### config.mk
export PLATFORM = sky130hd
export DESIGN_NAME = cascaded_pi_motor_controller
export DESIGN_NICKNAME = d
export VERILOG_FILES = /design/src/hw/rtl/cpmc_pkg.sv /design/src/hw/rtl/cascaded_pi_motor_controller.sv /design/src/hw/rtl/cpmc_regs.sv /design/src/hw/rtl/cpmc_ctrl.sv /design/src/hw/rtl/cpmc_dp.sv
export SDC_FILE = /design/constraint.sdc
export NUM_CORES = 2
export LEC_CHECK = 0
export BUFFER_PORTS_ARGS = -buffer_cell sky130_fd_sc_hd__buf_2
export CORE_ASPECT_RATIO = 1.25
export CORE_UTILIZATION = 60
export CTS_BUF_LIST = sky130_fd_sc_hd__clkbuf_8
export CTS_CLUSTER_SIZE = 25
export DETAILED_ROUTE_END_ITERATION = 7
export PLACE_DENSITY = 0.78
export SYNTH_ARGS = -nofsm -noshare
export SYNTH_HDL_FRONTEND = slang
export SYNTH_SLANG_ARGS = --single-unit
export TNS_END_PERCENT = 30
### constraint.sdc
create_clock -name clk -period 11.1 [get_ports clk]
set_input_delay 1.11 -clock clk [delete_from_list [all_inputs] [get_ports clk]]
set_output_delay 1.11 -clock clk [all_outputs]
set_load 0.05 [all_outputs]
### src/hw/rtl/cpmc_pkg.sv
// shared types and constants of the cascaded pi motor controller
package cpmc_pkg;

    localparam int IO_W       = 32;
    localparam int GAIN_W     = 16;
    localparam int LIMIT_W    = 31;
    localparam int CFG_IDX_W  = 3;
    localparam int CFG_DATA_W = 32;

    typedef enum logic [CFG_IDX_W-1:0] {
        REG_POSITION_GAIN = 3'd0,
        REG_VELOCITY_GAIN = 3'd1,
        REG_ANGLE_GAIN    = 3'd2,
        REG_RATE_GAIN     = 3'd3,
        REG_INTEGRAL_GAIN = 3'd4,
        REG_ANGLE_LIMIT   = 3'd5,
        REG_DRIVE_LIMIT   = 3'd6
    } cfg_idx_t;

    typedef struct packed {
        logic [GAIN_W-1:0]  position_gain;
        logic [GAIN_W-1:0]  velocity_gain;
        logic [GAIN_W-1:0]  angle_gain;
        logic [GAIN_W-1:0]  rate_gain;
        logic [GAIN_W-1:0]  integral_gain;
        logic [LIMIT_W-1:0] angle_limit;
        logic [LIMIT_W-1:0] drive_limit;
    } cfg_t;

    localparam cfg_t CFG_RESET = '{
        position_gain: 16'd8520,
        velocity_gain: 16'd7782,
        angle_gain:    16'd34120,
        rate_gain:     16'd9093,
        integral_gain: 16'd681,
        angle_limit:   31'd32768,
        drive_limit:   31'd589824
    };

    typedef enum logic [3:0] {
        ST_IDLE,
        ST_MUL_POS,
        ST_RND_POS,
        ST_ERR_VEL,
        ST_MUL_VEL,
        ST_RND_VEL,
        ST_CLAMP_ANG,
        ST_ERR_ANG,
        ST_MUL_ANG,
        ST_RND_ANG,
        ST_ERR_RATE,
        ST_MUL_RATE,
        ST_RND_RATE,
        ST_SUM_DRIVE,
        ST_FINISH
    } state_t;

    typedef enum logic [3:0] {
        OP_NONE,
        OP_LOAD,
        OP_MUL_POS,
        OP_RND,
        OP_ERR_VEL,
        OP_MUL_VEL,
        OP_CLAMP_ANG,
        OP_ERR_ANG,
        OP_MUL_ANG,
        OP_ERR_RATE,
        OP_MUL_RATE,
        OP_RND_MUL_INT,
        OP_SUM_DRIVE,
        OP_FINISH
    } dp_op_t;

    typedef struct packed {
        dp_op_t op;
    } dp_cmd_t;

    typedef struct packed {
        logic out_full;
    } dp_stat_t;

endpackage

### src/hw/rtl/cascaded_pi_motor_controller.sv
// top level of the cascaded pi motor controller
//
// One control tick per input transfer: the target, cart position and velocity, motor angle
// and rate (Q16.16) pass through a position, velocity and angle P loop and a PI rate loop
// with anti-windup, giving the clamped motor drive and a flag that the drive hit its limit.
// After an input transfer the sequencer walks ST_MUL_POS to ST_FINISH, which registers
// the result, and only then returns to idle: no tick is taken while one is in flight.
// On its way it steps all five gain products, their rounding and the error sums through
// one shared multiplier and one shared saturating adder. A finished result waits in the
// output register; if it is still stalled when the next result is ready, the sequencer
// holds until it is taken. Gains and limits are written through the configuration port,
// only while the block is idle; the user must see to this, the block does not enforce it.
module cascaded_pi_motor_controller #(
    parameter int SIGNAL_WIDTH       = 32,
    parameter int GAIN_FRACTION_BITS = 12
) (
    input  logic                             clk,
    input  logic                             rst_n,
    input  logic                             cfg_valid,
    output logic                             cfg_ready,
    input  logic [cpmc_pkg::CFG_IDX_W-1:0]   cfg_index,
    input  logic [cpmc_pkg::CFG_DATA_W-1:0]  cfg_data,
    input  logic                             in_valid,
    output logic                             in_stall,
    input  logic signed [cpmc_pkg::IO_W-1:0] target_raw,
    input  logic signed [cpmc_pkg::IO_W-1:0] cart_position,
    input  logic signed [cpmc_pkg::IO_W-1:0] cart_velocity,
    input  logic signed [cpmc_pkg::IO_W-1:0] motor_angle,
    input  logic signed [cpmc_pkg::IO_W-1:0] motor_rate,
    output logic                             out_valid,
    input  logic                             out_stall,
    output logic signed [cpmc_pkg::IO_W-1:0] motor_drive,
    output logic                             drive_clamped
);
    import cpmc_pkg::*;

    cfg_t     cfg;
    dp_cmd_t  cmd;
    dp_stat_t stat;

    cpmc_regs u_regs (
        .clk       (clk),
        .rst_n     (rst_n),
        .cfg_valid (cfg_valid),
        .cfg_ready (cfg_ready),
        .cfg_index (cfg_index),
        .cfg_data  (cfg_data),
        .cfg       (cfg)
    );

    cpmc_ctrl u_ctrl (
        .clk      (clk),
        .rst_n    (rst_n),
        .in_valid (in_valid),
        .in_stall (in_stall),
        .stat     (stat),
        .cmd      (cmd)
    );

    cpmc_dp #(
        .SIGNAL_WIDTH       (SIGNAL_WIDTH),
        .GAIN_FRACTION_BITS (GAIN_FRACTION_BITS)
    ) u_dp (
        .clk           (clk),
        .rst_n         (rst_n),
        .cfg           (cfg),
        .cmd           (cmd),
        .stat          (stat),
        .target_raw    (target_raw),
        .cart_position (cart_position),
        .cart_velocity (cart_velocity),
        .motor_angle   (motor_angle),
        .motor_rate    (motor_rate),
        .out_valid     (out_valid),
        .out_stall     (out_stall),
        .motor_drive   (motor_drive),
        .drive_clamped (drive_clamped)
    );

endmodule

### src/hw/rtl/cpmc_regs.sv
// configuration register file of the cascaded pi motor controller
module cpmc_regs (
    input  logic                            clk,
    input  logic                            rst_n,
    input  logic                            cfg_valid,
    output logic                            cfg_ready,
    input  logic [cpmc_pkg::CFG_IDX_W-1:0]  cfg_index,
    input  logic [cpmc_pkg::CFG_DATA_W-1:0] cfg_data,
    output cpmc_pkg::cfg_t                  cfg
);
    import cpmc_pkg::*;

    cfg_t cfg_reg;
    cfg_t cfg_next;

    assign cfg_ready = 1'b1;
    assign cfg       = cfg_reg;

    always_comb
    begin
        cfg_next = cfg_reg;
        if (cfg_valid && cfg_ready)
        begin
            unique case (cfg_idx_t'(cfg_index))
                REG_POSITION_GAIN: cfg_next.position_gain = cfg_data[GAIN_W-1:0];
                REG_VELOCITY_GAIN: cfg_next.velocity_gain = cfg_data[GAIN_W-1:0];
                REG_ANGLE_GAIN:    cfg_next.angle_gain    = cfg_data[GAIN_W-1:0];
                REG_RATE_GAIN:     cfg_next.rate_gain     = cfg_data[GAIN_W-1:0];
                REG_INTEGRAL_GAIN: cfg_next.integral_gain = cfg_data[GAIN_W-1:0];
                REG_ANGLE_LIMIT:   cfg_next.angle_limit   = cfg_data[LIMIT_W-1:0];
                REG_DRIVE_LIMIT:   cfg_next.drive_limit   = cfg_data[LIMIT_W-1:0];
                default:           cfg_next = cfg_reg;
            endcase
        end
    end

    always_ff @(posedge clk or negedge rst_n)
    begin
        if (!rst_n)
        begin
            cfg_reg <= CFG_RESET;
        end
        else
        begin
            cfg_reg <= cfg_next;
        end
    end

endmodule

### src/hw/rtl/cpmc_ctrl.sv
// sequencer that steps the shared datapath through the four loops
module cpmc_ctrl (
    input  logic               clk,
    input  logic               rst_n,
    input  logic               in_valid,
    output logic               in_stall,
    input  cpmc_pkg::dp_stat_t stat,
    output cpmc_pkg::dp_cmd_t  cmd
);
    import cpmc_pkg::*;

    state_t state_reg;
    state_t state_next;

    always_comb
    begin
        state_next = state_reg;
        unique case (state_reg)
            ST_IDLE:      state_next = in_valid ? ST_MUL_POS : ST_IDLE;
            ST_MUL_POS:   state_next = ST_RND_POS;
            ST_RND_POS:   state_next = ST_ERR_VEL;
            ST_ERR_VEL:   state_next = ST_MUL_VEL;
            ST_MUL_VEL:   state_next = ST_RND_VEL;
            ST_RND_VEL:   state_next = ST_CLAMP_ANG;
            ST_CLAMP_ANG: state_next = ST_ERR_ANG;
            ST_ERR_ANG:   state_next = ST_MUL_ANG;
            ST_MUL_ANG:   state_next = ST_RND_ANG;
            ST_RND_ANG:   state_next = ST_ERR_RATE;
            ST_ERR_RATE:  state_next = ST_MUL_RATE;
            ST_MUL_RATE:  state_next = ST_RND_RATE;
            ST_RND_RATE:  state_next = ST_SUM_DRIVE;
            ST_SUM_DRIVE: state_next = ST_FINISH;
            ST_FINISH:    state_next = stat.out_full ? ST_FINISH : ST_IDLE;
            default:      state_next = ST_IDLE;
        endcase
    end

    always_comb
    begin
        in_stall = (state_reg != ST_IDLE);
        cmd.op   = OP_NONE;
        unique case (state_reg)
            ST_IDLE:      cmd.op = in_valid ? OP_LOAD : OP_NONE;
            ST_MUL_POS:   cmd.op = OP_MUL_POS;
            ST_RND_POS:   cmd.op = OP_RND;
            ST_ERR_VEL:   cmd.op = OP_ERR_VEL;
            ST_MUL_VEL:   cmd.op = OP_MUL_VEL;
            ST_RND_VEL:   cmd.op = OP_RND;
            ST_CLAMP_ANG: cmd.op = OP_CLAMP_ANG;
            ST_ERR_ANG:   cmd.op = OP_ERR_ANG;
            ST_MUL_ANG:   cmd.op = OP_MUL_ANG;
            ST_RND_ANG:   cmd.op = OP_RND;
            ST_ERR_RATE:  cmd.op = OP_ERR_RATE;
            ST_MUL_RATE:  cmd.op = OP_MUL_RATE;
            ST_RND_RATE:  cmd.op = OP_RND_MUL_INT;
            ST_SUM_DRIVE: cmd.op = OP_SUM_DRIVE;
            ST_FINISH:    cmd.op = stat.out_full ? OP_NONE : OP_FINISH;
            default:      cmd.op = OP_NONE;
        endcase
    end

    always_ff @(posedge clk or negedge rst_n)
    begin
        if (!rst_n)
        begin
            state_reg <= ST_IDLE;
        end
        else
        begin
            state_reg <= state_next;
        end
    end

endmodule

### src/hw/rtl/cpmc_dp.sv
// datapath: one shared multiplier, one shared saturating adder, an integral adder, rounding, clamp and output register
module cpmc_dp #(
    parameter int SIGNAL_WIDTH       = 32,
    parameter int GAIN_FRACTION_BITS = 12
) (
    input  logic                             clk,
    input  logic                             rst_n,
    input  cpmc_pkg::cfg_t                   cfg,
    input  cpmc_pkg::dp_cmd_t                cmd,
    output cpmc_pkg::dp_stat_t               stat,
    input  logic signed [cpmc_pkg::IO_W-1:0] target_raw,
    input  logic signed [cpmc_pkg::IO_W-1:0] cart_position,
    input  logic signed [cpmc_pkg::IO_W-1:0] cart_velocity,
    input  logic signed [cpmc_pkg::IO_W-1:0] motor_angle,
    input  logic signed [cpmc_pkg::IO_W-1:0] motor_rate,
    output logic                             out_valid,
    input  logic                             out_stall,
    output logic signed [cpmc_pkg::IO_W-1:0] motor_drive,
    output logic                             drive_clamped
);
    import cpmc_pkg::*;

    localparam int XW = (SIGNAL_WIDTH > IO_W) ? SIGNAL_WIDTH : IO_W;
    localparam int PW = XW + GAIN_W + 2;
    localparam logic signed [PW-1:0] SMAX =
        {{(PW - SIGNAL_WIDTH + 1){1'b0}}, {(SIGNAL_WIDTH - 1){1'b1}}};
    localparam logic signed [PW-1:0] SMIN = ~SMAX;
    localparam logic signed [PW-1:0] HALF =
        {{(PW - GAIN_FRACTION_BITS){1'b0}}, 1'b1, {(GAIN_FRACTION_BITS - 1){1'b0}}};

    function automatic logic signed [XW-1:0] sat_w(input logic signed [PW-1:0] v);
        logic signed [XW-1:0] r;
        if (v > SMAX)
        begin
            r = SMAX[XW-1:0];
        end
        else if (v < SMIN)
        begin
            r = SMIN[XW-1:0];
        end
        else
        begin
            r = v[XW-1:0];
        end
        return r;
    endfunction

    logic signed [XW-1:0]           e_reg, e_next;
    logic signed [PW-1:0]           prod_reg, prod_next;
    logic signed [XW-1:0]           g_reg, g_next;
    logic signed [XW-1:0]           u_reg, u_next;
    logic signed [IO_W-1:0]         vel_reg, vel_next;
    logic signed [IO_W-1:0]         ang_reg, ang_next;
    logic signed [IO_W-1:0]         rate_reg, rate_next;
    logic signed [SIGNAL_WIDTH-1:0] integ_reg, integ_next;
    logic signed [IO_W-1:0]         drive_reg, drive_next;
    logic                           clamped_reg, clamped_next;
    logic                           out_valid_reg, out_valid_next;

    logic [GAIN_W-1:0]        gain_sel;
    logic signed [GAIN_W:0]   gain_s;
    logic                     mul_en;
    logic signed [PW-1:0]     mul_val;

    logic signed [PW-1:0]     rnd_q;
    logic signed [PW-1:0]     rnd_sh;
    logic signed [XW-1:0]     rnd_val;

    logic signed [PW-1:0]     add_a, add_b, add_sum;
    logic                     add_sub;
    logic signed [XW-1:0]     add_val;

    logic signed [PW-1:0]     int_sum;
    logic signed [XW-1:0]     int_val;

    logic signed [XW-1:0]     clamp_in;
    logic [LIMIT_W-1:0]       clamp_lim;
    logic signed [PW-1:0]     clamp_v, clamp_l, clamp_nl;
    logic signed [XW-1:0]     clamp_out;
    logic                     clamp_hit;

    // shared multiplier
    always_comb
    begin
        gain_sel = '0;
        mul_en   = 1'b0;
        unique case (cmd.op) inside
            OP_MUL_POS:
            begin
                gain_sel = cfg.position_gain;
                mul_en   = 1'b1;
            end
            OP_MUL_VEL:
            begin
                gain_sel = cfg.velocity_gain;
                mul_en   = 1'b1;
            end
            OP_MUL_ANG:
            begin
                gain_sel = cfg.angle_gain;
                mul_en   = 1'b1;
            end
            OP_MUL_RATE:
            begin
                gain_sel = cfg.rate_gain;
                mul_en   = 1'b1;
            end
            OP_RND_MUL_INT:
            begin
                gain_sel = cfg.integral_gain;
                mul_en   = 1'b1;
            end
            default:
            begin
                gain_sel = '0;
                mul_en   = 1'b0;
            end
        endcase
        gain_s  = $signed({1'b0, gain_sel});
        mul_val = PW'(e_reg) * PW'(gain_s);
    end

    // round half up and saturate the registered product
    always_comb
    begin
        rnd_q   = prod_reg + HALF;
        rnd_sh  = rnd_q >>> GAIN_FRACTION_BITS;
        rnd_val = sat_w(rnd_sh);
    end

    // shared saturating adder
    always_comb
    begin
        add_a   = PW'(g_reg);
        add_b   = '0;
        add_sub = 1'b0;
        unique case (cmd.op) inside
            OP_LOAD:
            begin
                add_a   = PW'(cart_position);
                add_b   = PW'(target_raw);
                add_sub = 1'b1;
            end
            OP_ERR_VEL:
            begin
                add_b   = PW'(vel_reg);
                add_sub = 1'b0;
            end
            OP_ERR_ANG:
            begin
                add_b   = PW'(ang_reg);
                add_sub = 1'b1;
            end
            OP_ERR_RATE:
            begin
                add_b   = PW'(rate_reg);
                add_sub = 1'b1;
            end
            OP_SUM_DRIVE:
            begin
                add_b   = PW'(integ_reg);
                add_sub = 1'b0;
            end
            default:
            begin
                add_b   = '0;
                add_sub = 1'b0;
            end
        endcase
        add_sum = add_sub ? (add_a - add_b) : (add_a + add_b);
        add_val = sat_w(add_sum);
    end

    // symmetric clamp, shared by the angle target and the drive
    always_comb
    begin
        if (cmd.op == OP_FINISH)
        begin
            clamp_in  = u_reg;
            clamp_lim = cfg.drive_limit;
        end
        else
        begin
            clamp_in  = g_reg;
            clamp_lim = cfg.angle_limit;
        end
        clamp_v  = PW'(clamp_in);
        clamp_l  = PW'($signed({1'b0, clamp_lim}));
        clamp_nl = -clamp_l;
        if (clamp_v > clamp_l)
        begin
            clamp_out = clamp_l[XW-1:0];
            clamp_hit = 1'b1;
        end
        else if (clamp_v < clamp_nl)
        begin
            clamp_out = clamp_nl[XW-1:0];
            clamp_hit = 1'b1;
        end
        else
        begin
            clamp_out = clamp_in;
            clamp_hit = 1'b0;
        end
    end

    // integral update
    always_comb
    begin
        int_sum = PW'(integ_reg) + PW'(g_reg);
        int_val = sat_w(int_sum);
    end

    always_comb
    begin
        e_next         = e_reg;
        prod_next      = mul_en ? mul_val : prod_reg;
        g_next         = g_reg;
        u_next         = u_reg;
        vel_next       = vel_reg;
        ang_next       = ang_reg;
        rate_next      = rate_reg;
        integ_next     = integ_reg;
        drive_next     = drive_reg;
        clamped_next   = clamped_reg;
        out_valid_next = out_valid_reg && out_stall;
        unique case (cmd.op) inside
            OP_LOAD:
            begin
                e_next    = add_val;
                vel_next  = cart_velocity;
                ang_next  = motor_angle;
                rate_next = motor_rate;
            end
            OP_ERR_VEL, OP_ERR_ANG, OP_ERR_RATE:
            begin
                e_next = add_val;
            end
            OP_RND, OP_RND_MUL_INT:
            begin
                g_next = rnd_val;
            end
            OP_CLAMP_ANG:
            begin
                g_next = clamp_out;
            end
            OP_SUM_DRIVE:
            begin
                u_next = add_val;
                g_next = rnd_val;
            end
            OP_FINISH:
            begin
                drive_next     = clamp_out[IO_W-1:0];
                clamped_next   = clamp_hit;
                out_valid_next = 1'b1;
                if (!clamp_hit)
                begin
                    integ_next = int_val[SIGNAL_WIDTH-1:0];
                end
            end
            default:
            begin
                e_next = e_reg;
            end
        endcase
    end

    always_ff @(posedge clk or negedge rst_n)
    begin
        if (!rst_n)
        begin
            integ_reg     <= '0;
            out_valid_reg <= 1'b0;
        end
        else
        begin
            integ_reg     <= integ_next;
            out_valid_reg <= out_valid_next;
        end
    end

    always_ff @(posedge clk)
    begin
        e_reg       <= e_next;
        prod_reg    <= prod_next;
        g_reg       <= g_next;
        u_reg       <= u_next;
        vel_reg     <= vel_next;
        ang_reg     <= ang_next;
        rate_reg    <= rate_next;
        drive_reg   <= drive_next;
        clamped_reg <= clamped_next;
    end

    assign stat.out_full = out_valid_reg && out_stall;
    assign out_valid     = out_valid_reg;
    assign motor_drive   = drive_reg;
    assign drive_clamped = clamped_reg;

endmodule

## Word-level counts from Yosys, hierarchy flattened

Index checks and enable logic that the tools add are counted.

- Register bits after elaboration: 454
- Input bits: 200
- Output and inout port bits: 36
- Logic and storage cells: 110

- Add/subtract/negate cells: 5
- Multipliers: 1
- Order comparisons: 8
- Equality and inequality tests: 33
- Mux-type cells: 25
- Bitwise gates (word level): 1
- Reduce and logical (&&, ||, !) cells: 18

Operators by type and width:

| operator | number |
|---|---|
| 32-bit 2-to-1 mux | 9 |
| 50-bit case mux with 5 select lines | 1 |
| 50-bit by 32-bit greater-than comparator with 1-bit output (second input constant) | 2 |
| 50-bit by 32-bit < comparator with 1-bit output (second input constant) | 2 |
| 50-bit 2-to-1 mux | 2 |
| 16-bit case mux with 5 select lines | 1 |
| 32-bit case mux with 2 select lines | 1 |
| 4-bit case mux with 15 select lines | 1 |
| 4-bit equality test (second input constant) | 13 |
| 4-bit case mux with 13 select lines | 1 |
| 50-bit by 13-bit adder with 50-bit output (second input constant) | 1 |
| 50-bit adder | 1 |
| 32-bit by 50-bit < comparator with 1-bit output | 1 |
| 31-bit negator with 50-bit output | 1 |
| 50-bit subtractor | 1 |
| 32-bit by 17-bit multiplier with 49-bit output | 1 |
| 38-bit by 32-bit greater-than comparator with 1-bit output (second input constant) | 1 |
| 38-bit by 32-bit < comparator with 1-bit output (second input constant) | 1 |
| 32-bit by 32-bit adder with 33-bit output | 1 |
| 4-bit by 3-bit equality test with 1-bit output (second input constant) | 8 |
| 32-bit greater-than comparator | 1 |
| 31-bit 2-to-1 mux | 1 |
| 4-bit by 2-bit equality test with 1-bit output (second input constant) | 4 |
| 2-bit AND reduction | 8 |
| other kinds (15) | 27 |

## Logic depth before layout (Yosys ltp)

- Depth after elaboration: 11
- Mapped depth: 35
- Gate-level depth less buffers: 29

## By module

A second synthesis with hierarchy kept.

- Cell total of the unflattened synthesis: 4785
- Area, all modules: 46662.3 um^2

Modules (own cells, without submodules):

| module | instances | cells each | area an instance (um^2) | sequential area each (um^2) |
|---|---|---|---|---|
| cpmc_dp | 1 | 4437 | 40878.0 | 8723.4 |
| cpmc_regs | 1 | 307 | 5417.7 | 3592.2 |
| cpmc_ctrl | 1 | 41 | 366.6 | 100.1 |

## Least setup slack after synthesis

OpenSTA, ideal clock, no wires.

- Path type: flip-flop to flip-flop
- From: reg u_ctrl.state_reg[1]
- To: reg u_dp.prod_reg[47] (data pin)
- Setup time: 260 ps
- Arrival: 8252 ps
- Data required time: 10840 ps
- Path slack: 2588 ps
- Cell stages (with the launch flop): 34
- Path buffers: 7
- Period minus slack after synthesis: 8512 ps
- Cell sequence: dfrtp_1 > buf_4 > buf_2 > buf_2 > clkbuf_1 > clkbuf_1 > nor4b_1 > clkbuf_1 > a22oi_1 > nand2_1 > clkbuf_1 > nand2_1 > fa_1 > inv_1 > fa_1 > inv_1 > fa_1 > inv_1 > fa_1 > fa_1 > inv_1 > fa_1 > inv_1 > ha_1 > a211oi_1 > o211ai_1 > o21ai_0 > o211ai_1 > a311oi_1 > o21ai_0 > a41oi_1 > a21oi_1 > a211oi_1 > nor3_1

- Longest elaborated chain between the ends: 6
- Elaborated cells between the ends (all ways): 24
- Those cells by class: 1 x mul; 19 x eq/ne; 2 x mux; 2 x reduce/logical

RTL lines:

| item | line | source |
|---|---|---|
| start, declared | cpmc_ctrl.sv:12 | `state_t state_reg;` |
| start signal, assigned | cpmc_ctrl.sv:70 | `state_reg <= state_next;` |
| 4-bit by 2-bit equality test with 1-bit output (tied with other cells) | cpmc_ctrl.sv:42 | `unique case (state_reg)` |
| 3-bit OR reduction (no source line) | n/a |  |
| 4-bit case mux with 13 select lines * | cpmc_ctrl.sv:42 |  |
| 4-bit equality test (no source line) (tied with other cells) | n/a |  |
| 16-bit case mux with 5 select lines * | cpmc_dp.sv:87 | `unique case (cmd.op) inside` |
| 32-bit by 17-bit multiplier with 49-bit output * | cpmc_dp.sv:120 | `mul_val = PW'(e_reg) * PW'(gain_s);` |
| net u_dp.mul_val[47] | cpmc_dp.sv:63 | `logic signed [PW-1:0] mul_val;` |
| end signal, assigned | cpmc_dp.sv:286 | `prod_reg <= prod_next;` |
| end, declared | cpmc_dp.sv:49 | `logic signed [PW-1:0] prod_reg, prod_next;` |

The timed path passes the listed nets; every way through them passes the cells marked *.
A chain may end at the register's enable or synchronous reset.

## Worst setup path after layout

Ends and elaborated chain as after synthesis.

==> metrics.txt <==
status=completed; post-synthesis async set-or-reset flop share=40.5%; post-route minimum period=9420 ps; total die area=79600 um^2; WP data arrival=9820 ps; synthesized area=47100 um^2; Port Buf Inserts=233; maxcap violations=0; CP max stage delay=980 ps; vias per cell=6.32; grt ovf=0; final wirelength=147000 um; Slowest cell on crit path=fa_1; flops & latches, synth=442; Area growth, synth to finish=7.57%; Initial Utilization=60.8%; fin. max-slew vios=0; Worst Skew=24.9 ps; Synth Warn #=0; Ports=236; CP required=11500 ps; Clock transition at path regs=70 ps; crit start category=register; RSZ-0062 raised after global routing=no; Top FF cell, synth=edfxtp_1; Skew-Pair Late Insertion Delay=680 ps; worst reg-to-reg path cell count=28; number of synthesized flops with an enable pin=263; # fillers=6350; nets=6068; Die Span Y=315 um; Distinct cells, synth=96; DRC Markers=0; Mapped Cells=4974; Initial DRC Count=4381; postcts setup bufs=0; Slew @ Worst Pin=1120 ps; DR pass1 iterations=7; first-pass GRT wire length=225000 um; worst hold path type=in2async; CTS tree=yes; Reg area=12400 um^2; Syn Nets=5940; CTS buffer count=66; post-CTS sizing=0; total number of vias=39300; final setup fails=0; CP most frequent cell=fa_1; Avg Inst Size Synth=9.46 um^2; area of the multi-input gates=31200 um^2; Seq/Total Area, Yosys=26.4%; core box area=77500 um^2; hold buffers post-CTS=0; CTS Sinks=442; Rows=114; Setup CP Type=reg2reg; Root Buffer=clkbuf_8; critical path capture point type=register; initial antenna violation count=18; Clock Path Buffers=3; vias in the first global route=39300; headroom to the max-slew limit=25.1%; f_max=106 MHz; post-DP HPWL=110000 um; htree depth=3; Crit Path Max Fanout=20; TNS Setup=0 ps; DRT antenna net count=0; Tcrit/Tclk final=84.8%; DR WL/cell=23.6 um; GRT Total Usage=37.2%; Die Span X=252 um; largest net degree at the start of global routing=117; Fin. Hold Viols=0; share of layout cells above drive strength 1=12.8%; routability congestion estimate=1.04; max FFs per register=142
cells in the final DEF, fill, tap and decap left out, types with 41 or more instances in the layout:
cell / netlist / final
nand3b_1: 91 / 91
clkbuf_8: 0 / 73
nand3_1: 74 / 73
edfxtp_1: 263 / 263
and2_1: 197 / 197
a21oi_1: 236 / 236
o211ai_1: 41 / 41
nand2_1: 666 / 666
o21ai_0: 116 / 115
a21o_1: 79 / 79
xnor2_1: 100 / 100
buf_4: 3 / 74
fa_1: 489 / 489
and3_1: 44 / 44
mux2i_1: 79 / 78
ha_1: 277 / 277
buf_2: 44 / 232
xor2_1: 80 / 80
nand4_1: 61 / 61
nor2_1: 200 / 198
mux2_2: 158 / 158
inv_1: 660 / 677
dfrtp_1: 148 / 145
nor3_1: 60 / 55
critical path: cells and delay by family (launching register included):
| kind | cells | cell delay, ps |
|---|---|---|
| adders and majority gates | 7 | 3990 |
| DFF | 1 | 500 |
| buffers and inverters | 6 | 1280 |
| AOI/OAI and AO/OA | 9 | 1470 |
| and+or+nand+nor | 6 | 1860 |
through the flow:
step                cell area, um^2  instances  setup slack, ps  util (%)  hold slack, ps
global route                  50600       6215             1350      65.4             413
finish                        50600       6215             1680      65.4             384
detailed placement            49200       6078             1780      63.5             492
floorplan                     47100       4974             2590         -             479
CTS                           50600       6199             1780      65.3             393
global placement              49200       6078             1780      63.5             486
cells by family after synthesis:
kind of cell | after synthesis | synth area share (%)
AOI/OAI and AO/OA | 871 | 12.7
xor gates and xnor gates | 180 | 3.35
adders and majority gates | 766 | 28.2
buffers and inverters | 909 | 7.39
DFF | 442 | 26.4
muxes | 237 | 5.46
other | 1 | 0.00797
and+or+nand+nor | 1568 | 16.5
synth_stat cells (60+ instances only):
master | instances | share of area [%]
mux2_2 | 158 | 3.8
dfrtp_1 | 148 | 7.9
nand4_1 | 61 | 0.81
a21oi_1 | 236 | 2.5
xnor2_1 | 100 | 1.9
nor3_1 | 60 | 0.64
edfxtp_1 | 263 | 17
xor2_1 | 80 | 1.5
nand3_1 | 74 | 0.79
a21o_1 | 79 | 1.3
inv_1 | 660 | 5.3
and2_1 | 197 | 2.6
nand3b_1 | 91 | 1.5
clkbuf_1 | 184 | 1.5
o21ai_0 | 116 | 1.2
fa_1 | 489 | 21
nand2_1 | 666 | 5.3
ha_1 | 277 | 7.4
mux2i_1 | 79 | 1.7
nor2_1 | 200 | 1.6
cell type report:
type	instances	share of cell area (%)
multi-input combinational	3623	61.7
sequential	442	24.5
inverter	662	4.92
timing repair buffer	307	3.41
tap	1044	2.58
clock buffer	73	1.98
clock inverter	48	0.759
antenna	16	0.0791
layer usage:
metal	up-vias	share of wire [%]	GRT usage (%)
li1	17200	-	-
met1	19400	37	46.4
met2	2150	47	61.1
met3	492	9.1	6.37
met4	2	6.6	21.8
met5	-	0.012	0
final timing paths:
check                                               from                        endpoint  slack (ps)
setup / recovery           u_ctrl.state_reg[1]$_DFF_PN0_     u_dp.prod_reg[47]$_DFFE_PN_        1680
hold / removal                                     rst_n  u_dp.integ_reg[20]$_DFFE_PN0P_         380
min in group clk              u_regs.cfg[56]$_DFFE_PN0P_      u_regs.cfg[56]$_DFFE_PN0P_         510
setup reg to reg           u_ctrl.state_reg[1]$_DFF_PN0_     u_dp.prod_reg[47]$_DFFE_PN_        1680
hold reg to reg               u_regs.cfg[56]$_DFFE_PN0P_      u_regs.cfg[56]$_DFFE_PN0P_         510
max in group asynchronous                          rst_n      u_regs.cfg[64]$_DFFE_PN0P_        8670
Power is not shown: default switching activity piles up to over one toggle a cycle in this logic, so the estimate is an artifact.
